File: src/rtl/dftp_pkg.sv
package dftp_pkg;

    localparam int MAX_DIGITS_DEF     = 32;
    localparam int MAX_EXP_DIGITS_DEF = 5;

    localparam int CHAR_W  = 8;
    localparam int CNT_W   = 6;
    localparam int EXPC_W  = 3;
    localparam int ORDER_W = 18;
    localparam int OUT_W   = 32;

    localparam logic [CHAR_W-1:0] CH_NUL   = 8'h00;
    localparam logic [CHAR_W-1:0] CH_LF    = 8'h0A;
    localparam logic [CHAR_W-1:0] CH_SPACE = 8'h20;
    localparam logic [CHAR_W-1:0] CH_PLUS  = 8'h2B;
    localparam logic [CHAR_W-1:0] CH_MINUS = 8'h2D;
    localparam logic [CHAR_W-1:0] CH_DOT   = 8'h2E;
    localparam logic [CHAR_W-1:0] CH_ZERO  = 8'h30;
    localparam logic [CHAR_W-1:0] CH_NINE  = 8'h39;
    localparam logic [CHAR_W-1:0] CH_E     = 8'h45;

    typedef struct packed {
        logic                      is_summary;
        logic [3:0]                digit_value;
        logic                      negative;
        logic [CNT_W-1:0]          digit_count;
        logic signed [ORDER_W-1:0] decimal_order;
        logic                      parse_error;
    } dftp_result_t;

    typedef struct packed {
        logic         digit_valid;
        logic         summary_valid;
        dftp_result_t digit;
        dftp_result_t summary;
    } dftp_push_t;

endpackage

File: src/rtl/dftp_core.sv
module dftp_core #(
    parameter int MAX_DIGITS     = dftp_pkg::MAX_DIGITS_DEF,
    parameter int MAX_EXP_DIGITS = dftp_pkg::MAX_EXP_DIGITS_DEF
) (
    input  logic                          clk,
    input  logic                          rst_n,
    input  logic                          accept,
    input  logic [dftp_pkg::CHAR_W-1:0]   char_code,
    input  logic                          end_of_text,
    output dftp_pkg::dftp_push_t          push
);
    import dftp_pkg::*;

    localparam logic [2:0] PH_START      = 3'd0;
    localparam logic [2:0] PH_SIGNED     = 3'd1;
    localparam logic [2:0] PH_MANT       = 3'd2;
    localparam logic [2:0] PH_MANT_SPACE = 3'd3;
    localparam logic [2:0] PH_EXP_START  = 3'd4;
    localparam logic [2:0] PH_EXP_SPACE  = 3'd5;
    localparam logic [2:0] PH_EXP_DIGITS = 3'd6;

    localparam logic [CNT_W-1:0]  MAX_D = CNT_W'(MAX_DIGITS);
    localparam logic [EXPC_W-1:0] MAX_E = EXPC_W'(MAX_EXP_DIGITS);

    logic [2:0]         phase_reg,   phase_next;
    logic               sign_reg,    sign_next;
    logic               dot_reg,     dot_next;
    logic               nz_reg,      nz_next;
    logic [CNT_W-1:0]   raw_reg,     raw_next;
    logic [CNT_W-1:0]   sig_reg,     sig_next;
    logic [CNT_W-1:0]   frac_reg,    frac_next;
    logic [ORDER_W-1:0] exp_reg,     exp_next;
    logic               exp_neg_reg, exp_neg_next;
    logic [EXPC_W-1:0]  expc_reg,    expc_next;
    logic               err_reg,     err_next;

    logic               is_term;
    logic               is_digit;
    logic               is_sign;
    logic [3:0]         dval;
    logic               emit;
    logic               fin;
    logic               fin_err;
    logic [ORDER_W-1:0] exp_signed;
    logic [ORDER_W-1:0] order;

    assign is_term  = (char_code == CH_NUL) || (char_code == CH_LF);
    assign is_digit = (char_code >= CH_ZERO) && (char_code <= CH_NINE);
    assign is_sign  = (char_code == CH_PLUS) || (char_code == CH_MINUS);
    assign dval     = 4'(char_code - CH_ZERO);

    // character step
    always_comb
    begin
        phase_next   = phase_reg;
        sign_next    = sign_reg;
        dot_next     = dot_reg;
        nz_next      = nz_reg;
        raw_next     = raw_reg;
        sig_next     = sig_reg;
        frac_next    = frac_reg;
        exp_next     = exp_reg;
        exp_neg_next = exp_neg_reg;
        expc_next    = expc_reg;
        err_next     = err_reg;
        emit         = 1'b0;
        if (!is_term && !err_reg)
        begin
            if (phase_reg <= PH_MANT)
            begin
                priority if (is_digit)
                begin
                    if (raw_reg >= MAX_D)
                    begin
                        err_next = 1'b1;
                    end
                    else
                    begin
                        phase_next = PH_MANT;
                        raw_next   = raw_reg + 1'b1;
                        if (dot_reg)
                            frac_next = frac_reg + 1'b1;
                        if (nz_reg || dval != 4'd0)
                        begin
                            nz_next  = 1'b1;
                            sig_next = sig_reg + 1'b1;
                            emit     = 1'b1;
                        end
                    end
                end
                else if (char_code == CH_DOT && !dot_reg)
                begin
                    dot_next   = 1'b1;
                    phase_next = PH_MANT;
                end
                else if (phase_reg == PH_START && is_sign)
                begin
                    sign_next  = (char_code == CH_MINUS);
                    phase_next = PH_SIGNED;
                end
                else if (phase_reg == PH_SIGNED && char_code == CH_SPACE)
                begin
                    phase_next = PH_MANT;
                end
                else if (phase_reg == PH_MANT && char_code == CH_SPACE)
                begin
                    phase_next = PH_MANT_SPACE;
                end
                else if (phase_reg == PH_MANT && char_code == CH_E)
                begin
                    phase_next = PH_EXP_START;
                end
                else
                begin
                    err_next = 1'b1;
                end
            end
            else if (phase_reg == PH_MANT_SPACE)
            begin
                if (char_code == CH_E)
                    phase_next = PH_EXP_START;
                else
                    err_next = 1'b1;
            end
            else
            begin
                priority if (phase_reg == PH_EXP_START && char_code == CH_SPACE)
                begin
                    phase_next = PH_EXP_SPACE;
                end
                else if ((phase_reg == PH_EXP_START || phase_reg == PH_EXP_SPACE)
                         && is_sign)
                begin
                    exp_neg_next = (char_code == CH_MINUS);
                    phase_next   = PH_EXP_DIGITS;
                end
                else if (is_digit)
                begin
                    if (expc_reg >= MAX_E)
                    begin
                        err_next = 1'b1;
                    end
                    else
                    begin
                        expc_next  = expc_reg + 1'b1;
                        exp_next   = (exp_reg << 3) + (exp_reg << 1)
                                     + ORDER_W'(dval);
                        phase_next = PH_EXP_DIGITS;
                    end
                end
                else
                begin
                    err_next = 1'b1;
                end
            end
        end
    end

    assign fin        = is_term || end_of_text;
    assign fin_err    = err_next || (raw_next == '0);
    assign exp_signed = exp_neg_next ? (ORDER_W'(0) - exp_next) : exp_next;
    assign order      = exp_signed + ORDER_W'(sig_next) - ORDER_W'(frac_next);

    always_comb
    begin
        push.digit_valid           = accept && emit;
        push.summary_valid         = accept && fin;
        push.digit.is_summary      = 1'b0;
        push.digit.digit_value     = dval;
        push.digit.negative        = 1'b0;
        push.digit.digit_count     = '0;
        push.digit.decimal_order   = '0;
        push.digit.parse_error     = 1'b0;
        push.summary.is_summary    = 1'b1;
        push.summary.digit_value   = 4'd0;
        push.summary.negative      = 1'b0;
        push.summary.digit_count   = '0;
        push.summary.decimal_order = '0;
        push.summary.parse_error   = 1'b0;
        priority if (fin_err)
        begin
            push.summary.parse_error = 1'b1;
        end
        else if (sig_next == '0)
        begin
            push.summary.negative = sign_next;
        end
        else
        begin
            push.summary.negative      = sign_next;
            push.summary.digit_count   = sig_next;
            push.summary.decimal_order = order;
        end
    end

    always_ff @(posedge clk or negedge rst_n)
    begin
        if (!rst_n)
        begin
            phase_reg   <= PH_START;
            sign_reg    <= 1'b0;
            dot_reg     <= 1'b0;
            nz_reg      <= 1'b0;
            raw_reg     <= '0;
            sig_reg     <= '0;
            frac_reg    <= '0;
            exp_reg     <= '0;
            exp_neg_reg <= 1'b0;
            expc_reg    <= '0;
            err_reg     <= 1'b0;
        end
        else if (accept)
        begin
            if (fin)
            begin
                phase_reg   <= PH_START;
                sign_reg    <= 1'b0;
                dot_reg     <= 1'b0;
                nz_reg      <= 1'b0;
                raw_reg     <= '0;
                sig_reg     <= '0;
                frac_reg    <= '0;
                exp_reg     <= '0;
                exp_neg_reg <= 1'b0;
                expc_reg    <= '0;
                err_reg     <= 1'b0;
            end
            else
            begin
                phase_reg   <= phase_next;
                sign_reg    <= sign_next;
                dot_reg     <= dot_next;
                nz_reg      <= nz_next;
                raw_reg     <= raw_next;
                sig_reg     <= sig_next;
                frac_reg    <= frac_next;
                exp_reg     <= exp_next;
                exp_neg_reg <= exp_neg_next;
                expc_reg    <= expc_next;
                err_reg     <= err_next;
            end
        end
    end

endmodule

File: src/rtl/decimal_float_text_parser.sv
// A result word is queued when its input word is taken; m_axis shows the queue head.
// Throughput: one input word per cycle while the queue holds two words or fewer; a word
// that yields a digit and a summary pushes both into a four-entry output queue.
// Reset: rst_n asynchronous, active low; clears parse state and empties the queue.
module decimal_float_text_parser #(
    parameter int MAX_DIGITS     = dftp_pkg::MAX_DIGITS_DEF,
    parameter int MAX_EXP_DIGITS = dftp_pkg::MAX_EXP_DIGITS_DEF
) (
    input  logic                         clk,
    input  logic                         rst_n,
    input  logic                         s_axis_tvalid,
    output logic                         s_axis_tready,
    input  logic [dftp_pkg::CHAR_W-1:0]  s_axis_tdata,   // [7:0] char_code
    input  logic                         s_axis_tlast,   // end_of_text
    output logic                         m_axis_tvalid,
    input  logic                         m_axis_tready,
    // [3:0] digit_value, [4] negative, [10:5] digit_count,
    // [28:11] decimal_order, [29] parse_error, [31:30] zero
    output logic [dftp_pkg::OUT_W-1:0]   m_axis_tdata,
    output logic                         m_axis_tlast    // is_summary
);
    import dftp_pkg::*;

    localparam int DEPTH = 4;
    localparam int PTR_W = $clog2(DEPTH);

    dftp_push_t   push;
    dftp_result_t mem [DEPTH];
    dftp_result_t first_w;
    dftp_result_t head;
    logic [PTR_W-1:0] wr_ptr_reg, wr_ptr_next;
    logic [PTR_W-1:0] rd_ptr_reg, rd_ptr_next;
    logic [PTR_W:0]   count_reg,  count_next;
    logic             accept;
    logic             pop;
    logic [1:0]       n_push;

    assign s_axis_tready = (count_reg <= (PTR_W+1)'(DEPTH - 2));
    assign accept        = s_axis_tvalid && s_axis_tready;

    dftp_core #(
        .MAX_DIGITS     (MAX_DIGITS),
        .MAX_EXP_DIGITS (MAX_EXP_DIGITS)
    ) u_core (
        .clk         (clk),
        .rst_n       (rst_n),
        .accept      (accept),
        .char_code   (s_axis_tdata),
        .end_of_text (s_axis_tlast),
        .push        (push)
    );

    assign first_w = push.digit_valid ? push.digit : push.summary;
    assign n_push  = 2'(push.digit_valid) + 2'(push.summary_valid);
    assign pop     = m_axis_tvalid && m_axis_tready;

    assign wr_ptr_next = wr_ptr_reg + PTR_W'(n_push);
    assign rd_ptr_next = rd_ptr_reg + PTR_W'(pop);
    assign count_next  = count_reg + (PTR_W+1)'(n_push) - (PTR_W+1)'(pop);

    always_ff @(posedge clk)
    begin
        if (n_push != 2'd0)
            mem[wr_ptr_reg] <= first_w;
        if (n_push == 2'd2)
            mem[wr_ptr_reg + 1'b1] <= push.summary;
    end

    always_ff @(posedge clk or negedge rst_n)
    begin
        if (!rst_n)
        begin
            wr_ptr_reg <= '0;
            rd_ptr_reg <= '0;
            count_reg  <= '0;
        end
        else
        begin
            wr_ptr_reg <= wr_ptr_next;
            rd_ptr_reg <= rd_ptr_next;
            count_reg  <= count_next;
        end
    end

    assign head          = mem[rd_ptr_reg];
    assign m_axis_tvalid = (count_reg != '0);
    assign m_axis_tlast  = head.is_summary;
    assign m_axis_tdata  = {2'b00, head.parse_error, head.decimal_order,
                            head.digit_count, head.negative, head.digit_value};

endmodule

File: config.mk
export PLATFORM = sky130hd
export DESIGN_NAME = decimal_float_text_parser
export DESIGN_NICKNAME = d
export VERILOG_FILES = /design/src/rtl/dftp_pkg.sv /design/src/rtl/dftp_core.sv /design/src/rtl/decimal_float_text_parser.sv
export SDC_FILE = /design/constraint.sdc
export NUM_CORES = 1
export LEC_CHECK = 0
export BUFFER_PORTS_ARGS = -buffer_cell sky130_fd_sc_hd__buf_4
export CORE_UTILIZATION = 50
export CTS_BUF_LIST = sky130_fd_sc_hd__clkbuf_8 sky130_fd_sc_hd__clkbuf_16
export DETAILED_ROUTE_END_ITERATION = 10
export PLACE_DENSITY = 0.67
export SYNTH_ARGS = -nofsm -noshare
export SYNTH_HDL_FRONTEND = slang
export SYNTH_SLANG_ARGS = --single-unit
File: constraint.sdc
create_clock -name clk -period 14.8 [get_ports clk]
set_clock_uncertainty 0.15 [all_clocks]
set_input_delay 2.22 -clock clk [delete_from_list [all_inputs] [get_ports clk]]
set_output_delay 2.22 -clock clk [all_outputs]
set_load 0.05 [all_outputs]
## After elaboration in Yosys (flattened, before gate mapping)

Memory sizes are Yosys's and may differ from the RTL's.
Cells that the tools add are included.

| storage, ports and cells | value |
|---|---|
| word-level logic and storage cells | 201 |
| input bits | 13 |
| memories kept | 1 |
| output and inout bits | 35 |
| flip-flop bits (word level) | 54 |
| bits in writable memories | 124 |

Memory list:

| name | words | bits a word | read ports | clocked after memory_dff | wr ports | RTL line | text |
|---|---|---|---|---|---|---|---|
| mem | 4 | 31 | 1 | 0 | 2 | decimal_float_text_parser.sv:28 | `dftp_result_t mem [DEPTH];` |

| operators by class | value |
|---|---|
| $lt $le $gt $ge | 6 |
| add/subtract/negate cells | 16 |
| muxes and demuxes | 102 |
| reductions and logical operators | 39 |
| equality and inequality tests | 23 |

Operators by type and width:

| operator | number |
|---|---|
| 18-bit two-way mux | 9 |
| 6-bit two-way mux | 17 |
| 3-bit two-way mux | 24 |
| 1-bit two-way mux | 49 |
| 8-bit by 6-bit == test with 1-bit output (second input constant) | 4 |
| 31-bit two-way mux | 1 |
| 25-bit two-way mux | 1 |
| 24-bit two-way mux | 1 |
| 18-bit adder | 1 |
| 18-bit by 4-bit adder with 18-bit output | 1 |
| 18-bit by 6-bit adder with 18-bit output | 1 |
| 6-bit by 1-bit adder with 6-bit output (second input constant) | 3 |
| 1-bit by 18-bit subtractor with 18-bit output (first input constant) | 1 |
| 18-bit by 6-bit subtractor with 18-bit output | 1 |
| 1-bit logical AND | 13 |
| 6-bit logical NOT | 2 |
| 2-bit by 1-bit inequality test with 1-bit output (second input constant) | 6 |
| 2-bit nonzero test | 6 |
| 8-bit by 4-bit == test with 1-bit output (second input constant) | 1 |
| 8-bit by 7-bit == test with 1-bit output (second input constant) | 1 |
| 8-bit by 6-bit greater-or-equal comparator with 1-bit output (second input constant) | 1 |
| 8-bit by 6-bit <= comparator with 1-bit output (second input constant) | 1 |
| 8-bit logical NOT | 1 |
| 8-bit by 6-bit inequality test with 1-bit output (second input constant) | 1 |
| 29 further kinds | 39 |

## Logic depth before layout (Yosys ltp)

Gate-level depths: netlist of the first run.

| depth | value |
|---|---|
| depth after elaboration | 16 |
| depth in mapped cells | 27 |
| mapped depth without buffers | 25 |

## By module

From an unflattened synthesis of the first run, not the netlist that was laid out.

| second synthesis, totals | value |
|---|---|
| cell total of the unflattened synthesis | 1196 |
| area, all modules | 12783.5 µm² |

By module, submodules not included:

| module | instances | sequential area each (µm²) | area each (µm²) | cells each |
|---|---|---|---|---|
| decimal_float_text_parser | 1 | 3898.7 | 7121.8 | 503 |
| dftp_core | 1 | 1176.1 | 5661.7 | 693 |

## Least setup slack after synthesis of the first run

OpenSTA, ideal clock, no wires.

| timing | value |
|---|---|
| path type | input port to flip-flop |
| from | in s_axis_tdata[1] (netlist name) |
| to | mem mem[2][17] (netlist name) (data pin) |
| arrival time | 6.938 ns |
| buffers on the path | 3 |
| stages | 23 |
| path slack | 7.449 ns |
| data required time | 14.386 ns |
| library setup time | 0.264 ns |
| cells stage by stage | buf_4 > o21ai_2 > nand4b_4 > nor2_1 > buf_1 > clkbuf_1 > mux2i_1 > ha_1 > nand2_1 > o21ai_0 > fa_1 > fa_1 > a21o_1 > a21oi_1 > o21bai_1 > a21oi_1 > o21bai_1 > a31oi_1 > maj3_4 > a21oi_2 > o41ai_2 > xor2_1 > nor2_1 |

RTL lines:

| what | RTL line | text |
|---|---|---|
| start: declaration | decimal_float_text_parser.sv:13 | `input logic [dftp_pkg::CHAR_W-1:0] s_axis_tdata,` |
| end: declaration | decimal_float_text_parser.sv:28 |  |

==> results of run 1 <==
-- final cells by class --
type	instances	area [sq um]	share of cell area (%)
repair buffers	56	420	3.53
well taps	275	344	2.89
flip-flops and latches	178	4880	40.9
multi-input cells	764	5500	46.2
clock inverters	14	124	1.04
clock buffers	18	439	3.69
inverters	54	203	1.70
-- synth_stat cells, types with 16 or more instances --
cell type  count
nor2_1       149
nand2_1      109
edfxtp_1     104
o21ai_0       66
ha_1          61
dfrtp_1       54
inv_1         54
a21oi_1       48
mux4_2        31
xnor2_1       24
xor2_1        23
clkbuf_1      22
dfxtp_1       20
a22o_1        18
nand3_1       18
nor3_1        16
-- power by group through the flow --
stage	Combinational (mW)	Clock, mW	Sequential, mW
6_report	0.592	0.434	0.619
3_3_place_gp	0.592	0	0.629
2_1_floorplan	0.476	0	0.597
4_1_cts	0.598	0.441	0.620
5_1_grt	0.637	0.461	0.626
3_5_place_dp	0.596	0	0.631
-- cells by family after synthesis --
| family | Yosys count |
|---|---|
| compound gates | 221 |
| other cells | 1 |
| simple gates | 376 |
| flops | 178 |
| fa+ha+maj | 72 |
| xor+xnor | 50 |
| buf+inv | 97 |
| mux | 43 |
-- cell usage in the layout (no fill, tap or decap), drive strengths merged, types with 20 or more instances in the layout --
master	count
nor2	150
nand2	120
inv	62
ha	61
dfrtp	54
xnor2	25
o21ai	71
buf	56
edfxtp	104
dfxtp	20
xor2	25
a21oi	49
mux4	31
-- final timing paths --
kind	to	slack, ns	cells past startpoint
setup / recovery	mem[2][17]$_DFFE_PP_	7.26	21
hold / removal	mem[3][30]$_SDFFE_PP1P_	0.30	2
setup reg to reg	mem[2][17]$_DFFE_PP_	8.80	20
hold reg to reg	mem[3][30]$_SDFFE_PP1P_	0.30	2
max in group asynchronous	rd_ptr_reg[1]$_DFF_PN0_	12.30	1
min in group asynchronous	u_core.phase_reg[2]$_DFFE_PN0P_	1.68	1
-- layer usage --
layer,vias up,wire [microns],global-route usage (%)
li1,3807,-,-
met1,3849,11300,31.8
met2,164,11600,38.1
met3,23,924,3.24
met4,0,238,5.77
met5,-,0,0
-- worst min-delay path: cells and delay by family (launching register included) --
family | cells | cell delay [ns]
DFF | 1 | 0.31
and+or+nand+nor | 2 | 0.09
-- metrics by stage --
stage / hold WS (ns) / utilization, % / instances
floorplan: 0.268 / - / 1039
global placement: 0.280 / 53.8 / 1327
detailed placement: 0.283 / 53.8 / 1327
CTS: 0.294 / 56.5 / 1359
global route: 0.325 / 56.5 / 1359
finish: 0.295 / 56.5 / 1359
==> results.tsv, run 1 <==
stage	metric	value	unit
sta	Worst Tran Pin Value	1.01	ns
synthesis	largest family of logic cells by synthesized area	simple AND/OR/NAND/NOR gates	
clocking	Hold Buf Count CTS	0	
sta	Final Setup Violations	0	
power_and_ir_drop	internal power	1.01	mW
setup_path	slowest stage cell, crit path	fa_1	
synthesis	mean post-synth cell area	10.4	sq um
synthesis	multiplexer area fraction after synthesis	7.61	%
global_routing	first-pass GRT wire length	39800	microns
placed_design	dpl cell area	0.0113	sq mm
sta	FMAX	0.133	GHz
clocking	H-Tree Depth	4	
sta	fin worst setup slack	7.26	ns
sta	minimum clock period after layout	7.54	ns
setup_path	critical path required time	14.82	ns
sta	max-slew violation count	0	
clocking	cts bufs inserted	17	
die	Cell Rows	53	
die	Starting Density	51.2	%
setup_path	FF-to-FF Start	u_core.phase_reg[2]$_DFFE_PN0P_	
power_and_ir_drop	share of power burned in registers	37.6	%
clocking	post_cts resized	0	
placed_design	post-DP HPWL	16800	microns
die	area of the die	0.0222	sq mm
clocking	Worst-path clk slew	0.07	ns
finish	ratio of cells with drive above 1 in the final layout	15.3	%
power_and_ir_drop	PD cells	138	mW/mm^2
synthesis	warnings from Yosys	0	
route	antenna-violating nets left	0	
power_and_ir_drop	Peak VDD IR	0.0000623	V
setup_path	arrival time at the worst endpoint	7.55	ns
sta	RSZ-0062 raised after global routing	no	
power_and_ir_drop	Switch Pwr	0.636	mW
flow_run	maxcap violations	0	
finish	synthesis-to-finish area growth	10.4	%
die	I/O Pins	48	
synthesis	Mapped Area	0.0108	sq mm
power_and_ir_drop	Comb pwr share	36.0	%
setup_path	Critical Path Source	s_axis_tdata[6]	
die	Core Footprint	0.0211	sq mm
route	first-pass detailed-route iteration total	5	
synthesis	adder-cell share of the synthesized area	8.97	%
synthesis	top cells by area, synth	edfxtp_1 (29%), dfrtp_1 (13%), ha_1 (7.1%)	
global_routing	largest net degree at the start of global routing	55	
setup_path	CP peak stage delay	0.52	ns
sta	fin crit share	50.9	%
finish	final net count	1154	
setup_path	Crit. End Element	flop	
synthesis	register area share after synthesis	45.2	%
clocking	worst skew pair latency	0.43	ns
power_and_ir_drop	clock power share	26.4	%
global_routing	antenna violations before repair	0	
synthesis	Synth async-reset ratio	30.3	%
global_routing	vias in the first global route	7688	
synthesis	Main synth FF type	edfxtp_1	
finish	fin area	0.0119	sq mm
finish	antenna cells	0	
power_and_ir_drop	final total power	1.65	mW
sta	TNS Setup	0	ns
power_and_ir_drop	Sw Ratio	38.7	%
route	DRC errors left	0	
finish	Filler cells	1822	
synthesis	Netlist cell types	90	
die	Die H	149	microns
clocking	postcts setup bufs	0	
worst_hold_path	hold_sp	mem[3][30]$_SDFFE_PP1P_	
die	Die X	149	microns
setup_path	Cell Chain, Critical Path	buf_4 -> and2b_1 -> nand4b_4 -> nor4b_2 -> nor2b_1 -> o21a_1 -> mux2i_1 -> inv_1 -> fa_1 -> fa_1 -> a21o_1 -> a21oi_1 -> o21bai_1 -> a21oi_1 -> o21bai_1 -> a31oi_1 -> maj3_4 -> a21oi_2 -> o41ai_2 -> xor2_1 -> nor2_1	
synthesis	number of flops mapped to enable cells by yosys	104	
route	final WL	24000	microns
placed_design	Final GP Congestion	0.844	
power_and_ir_drop	Leak	4.70	nW
placed_design	worst slack, placed	6.84	ns
synthesis	post-synthesis simple-gate area fraction	16.5	%
run_status	status	complete, no violations	
clocking	Max Root-Sink Buffers	2	
setup_path	Setup CP Type	input pin to flop	
route	Vias/cell	5.77	
synthesis	top-area cell type share of the netlist area	28.9	%
clocking	CTS tree	built	
sta	worst rel slew slack	32.6	%
route	routed length per instance	17.7	microns
global_routing	global route overflow	0	
sta	final hold violation count	0	
worst_hold_path	Hold Crit Class	flop to flop	
setup_path	worst-path fanout max	10	
synthesis	Synth Area in Compound Gates	13.6	%
setup_path	buffers plus inverters on the worst setup path	2	
clocking	CTS Root Cell	clkbuf_16	
synthesis	cell taking the most area after synthesis	edfxtp_1	
placed_design	port buffer count	45	
setup_path	Top delay family on crit path	compound AO/OA/AOI/OAI gates	
setup_path	crit start category	input pin	
route	DR vias	7843	
clocking	clk sinks	178	
global_routing	GRT Total Usage	23.0	%
synthesis	Synth Area in XOR/XNOR	4.27	%
synthesis	post-synthesis cell count	1038	
finish	Largest register FFs	124	
route	DRT iter0 DRCs	576	
synthesis	#FFs+latches synth	178	
Note: power is estimated with default switching activity, not from simulation.
==> inputs of run 2 (changes only) <==
==> constraint.sdc (replaced) <==
create_clock -name clk -period 7.65 [get_ports clk]
set_clock_uncertainty 0.15 [all_clocks]
set_input_delay 1.1475 -clock clk [delete_from_list [all_inputs] [get_ports clk]]
set_output_delay 1.1475 -clock clk [all_outputs]
set_load 0.05 [all_outputs]
==> run 2 against run 1 <==
  * Non-clock buffer count rose by 1
  * Via count down 0.29%
  * Clock power up 100%
  * First-iteration DRC count shrank 7.3%
  * Final cell count is essentially flat
  * Combinational power increased by 94%
==> results.tsv, run 2 (synthesized netlist as in run 1, its figures left out) <==
stage	metric	value	unit	change
global_routing	global route overflow	0		unchanged
global_routing	antenna violations before repair	0		unchanged
die	Starting Density	51.2	%	unchanged
die	Die X	149	microns	unchanged
finish	fin util	56.7	%	+0.21 points
clocking	postcts setup bufs	0		unchanged
sta	max-slew violation count	0		unchanged
setup_path	crit start category	input pin		
route	routed length per instance	17.7	microns	about the same
sta	minimum clock period after layout	6.45	ns	
finish	Reg area	0.00488	sq mm	unchanged
finish	antenna cells	0		unchanged
sta	FMAX	0.155	GHz	
power_and_ir_drop	share of power burned in registers	37.2	%	-0.4 points
route	Vias/cell	5.75		-0.37%
setup_path	arrival time at the worst endpoint	6.47	ns	-1.08 ns
placed_design	Final GP Congestion	0.891		+5.6%
power_and_ir_drop	PD cells	269	mW/mm^2	+95%
setup_path	FF-to-FF Start	u_core.exp_reg[2]$_DFFE_PN0P_		
run_status	status	complete, no violations		
route	first-pass detailed-route iteration total	5		unchanged
route	antenna-violating nets left	0		unchanged
global_routing	largest net degree at the start of global routing	55		unchanged
route	final WL	24100	microns	about the same
placed_design	dpl cell area	0.0114	sq mm	about the same
clocking	clk sinks	178		unchanged
global_routing	vias in the first global route	7644		-0.57%
flow_run	maxcap violations	0		unchanged
finish	multi-input logic area	0.00550	sq mm	unchanged
clocking	Worst-path clk slew	0.07	ns	about the same
power_and_ir_drop	Peak VDD IR	0.000147	V	+140%
finish	synthesis-to-finish area growth	10.8	%	
power_and_ir_drop	clock power share	27.1	%	+0.7 points
die	area of the die	0.0222	sq mm	unchanged
die	Die H	149	microns	unchanged
sta	Final Setup Violations	0		unchanged
global_routing	first-pass GRT wire length	39900	microns	+0.29%
power_and_ir_drop	Switch Pwr	1.26	mW	+97%
setup_path	worst-path fanout max	10		unchanged
sta	RSZ-0062 raised after global routing	no		
die	I/O Pins	48		unchanged
route	DRC errors left	0		unchanged
sta	final hold violation count	0		unchanged
clocking	Max Root-Sink Buffers	2		unchanged
route	DR vias	7820		-0.29%
finish	fin area	0.0120	sq mm	+0.38%
clocking	Hold Buf Count CTS	0		unchanged
power_and_ir_drop	Sw Ratio	39.0	%	+0.33 points
clocking	cts bufs inserted	17		unchanged
clocking	worst skew pair latency	0.43	ns	about the same
sta	Worst Tran Pin Value	1.09	ns	+0.0789 ns
global_routing	GRT Total Usage	23.0	%	about the same
placed_design	post-DP HPWL	16800	microns	+0.16%
finish	Largest register FFs	124		unchanged
power_and_ir_drop	final total power	3.22	mW	+96%
finish	most frequent cells in the layout	nor2_1 (148), nand2_1 (109), edfxtp_1 (104)		
worst_hold_path	Hold Crit Class	flop to flop		
setup_path	Setup CP Type	input pin to flop		
setup_path	Crit. End Element	flop		
finish	Filler cells	1839		+0.93%
die	Core Footprint	0.0211	sq mm	unchanged
sta	TNS Setup	0	ns	unchanged
setup_path	Critical Path Source	s_axis_tdata[3]		
finish	ratio of cells with drive above 1 in the final layout	15.4	%	+0.078 points
clocking	CTS tree	built		
setup_path	critical path required time	7.67	ns	-7.15 ns
route	DRT iter0 DRCs	534		-7.3%
sta	fin crit share	84.3	%	
clocking	CTS Root Cell	clkbuf_16		
finish	final net count	1155		+0.087%
worst_hold_path	hold_sp	mem[1][30]$_SDFFE_PP1P_		
sta	worst rel slew slack	27.3	%	-5.3 points
power_and_ir_drop	internal power	1.96	mW	+95%
power_and_ir_drop	Leak	4.73	nW	+0.50%
placed_design	port buffer count	45		unchanged
clocking	post_cts resized	0		unchanged
die	Cell Rows	53		unchanged
clocking	H-Tree Depth	4		unchanged
power_and_ir_drop	Comb pwr share	35.6	%	-0.4 points
finish	most common cell after layout, fill and taps aside	nor2_1		
## run 2: per-stage QoR
step | setup slack, ns | hold slack, ns | instances
6_report | 1.20 | 0.297 | 1360
5_1_grt | 0.840 | 0.310 | 1360
4_1_cts | 1.36 | 0.296 | 1360
3_5_place_dp | 0.969 | 0.284 | 1328
3_3_place_gp | 1.09 | 0.280 | 1328
2_1_floorplan | 1.37 | 0.268 | 1039
## run 2: worst max-delay path, cell delays in order
cell and delay [ns]:
buf_4 0.18, inv_1 0.10, fa_1 0.53, inv_1 0.07, fa_1 0.47, a21o_1 0.20
a221oi_2 0.28, xnor2_1 0.14, a2111oi_0 0.70, o21ai_0 0.32, o21ai_0 0.26, xor2_1 0.22
inv_1 0.06, ha_1 0.22, nor3_1 0.48, o211ai_1 0.24, a31o_2 0.27, a21oi_1 0.17
xor2_1 0.31, nor2_1 0.09
## run 2: layer usage
| layer | GRT usage, % | vias up | part of all wire (%) | wire (microns) |
|---|---|---|---|---|
| met5 | 0 | - | 0 | 0 |
| met4 | 4.59 | 0 | 0.82 | 197 |
| met3 | 2.97 | 15 | 4.1 | 998 |
| met2 | 37.7 | 178 | 48 | 11600 |
| met1 | 32.7 | 3814 | 47 | 11300 |
| li1 | - | 3813 | - | - |
## run 2: worst paths after layout
check	to	slack [ns]	depth (start not counted)
max	mem[3][16]$_DFFE_PP_	1.20	20
min	mem[1][30]$_SDFFE_PP1P_	0.30	2
max reg2reg	mem[3][16]$_DFFE_PP_	1.69	19
min reg2reg	mem[1][30]$_SDFFE_PP1P_	0.30	2
max in group asynchronous	rd_ptr_reg[0]$_DFF_PN0_	6.20	1
min in group asynchronous	u_core.raw_reg[2]$_DFFE_PN0P_	0.62	1
## run 2: cell type report
type                       instances  area share (%)
clock buffer                      18            3.67
clock inverter                    14            1.35
inverter                          54            1.70
multi-input combinational        764            46.0
sequential                       178            40.8
tap                              275            2.88
timing repair buffer              57            3.58
## run 2: power by group through the flow
stage                     clock network [mW]  logic [mW]  registers, mW
after global routing                   0.927        1.24           1.21
final                                  0.874        1.15           1.20
after CTS                              0.884        1.16           1.20
after detailed placement                   0        1.16           1.22
after floorplan                            0       0.921           1.15
after global placement                     0        1.15           1.22
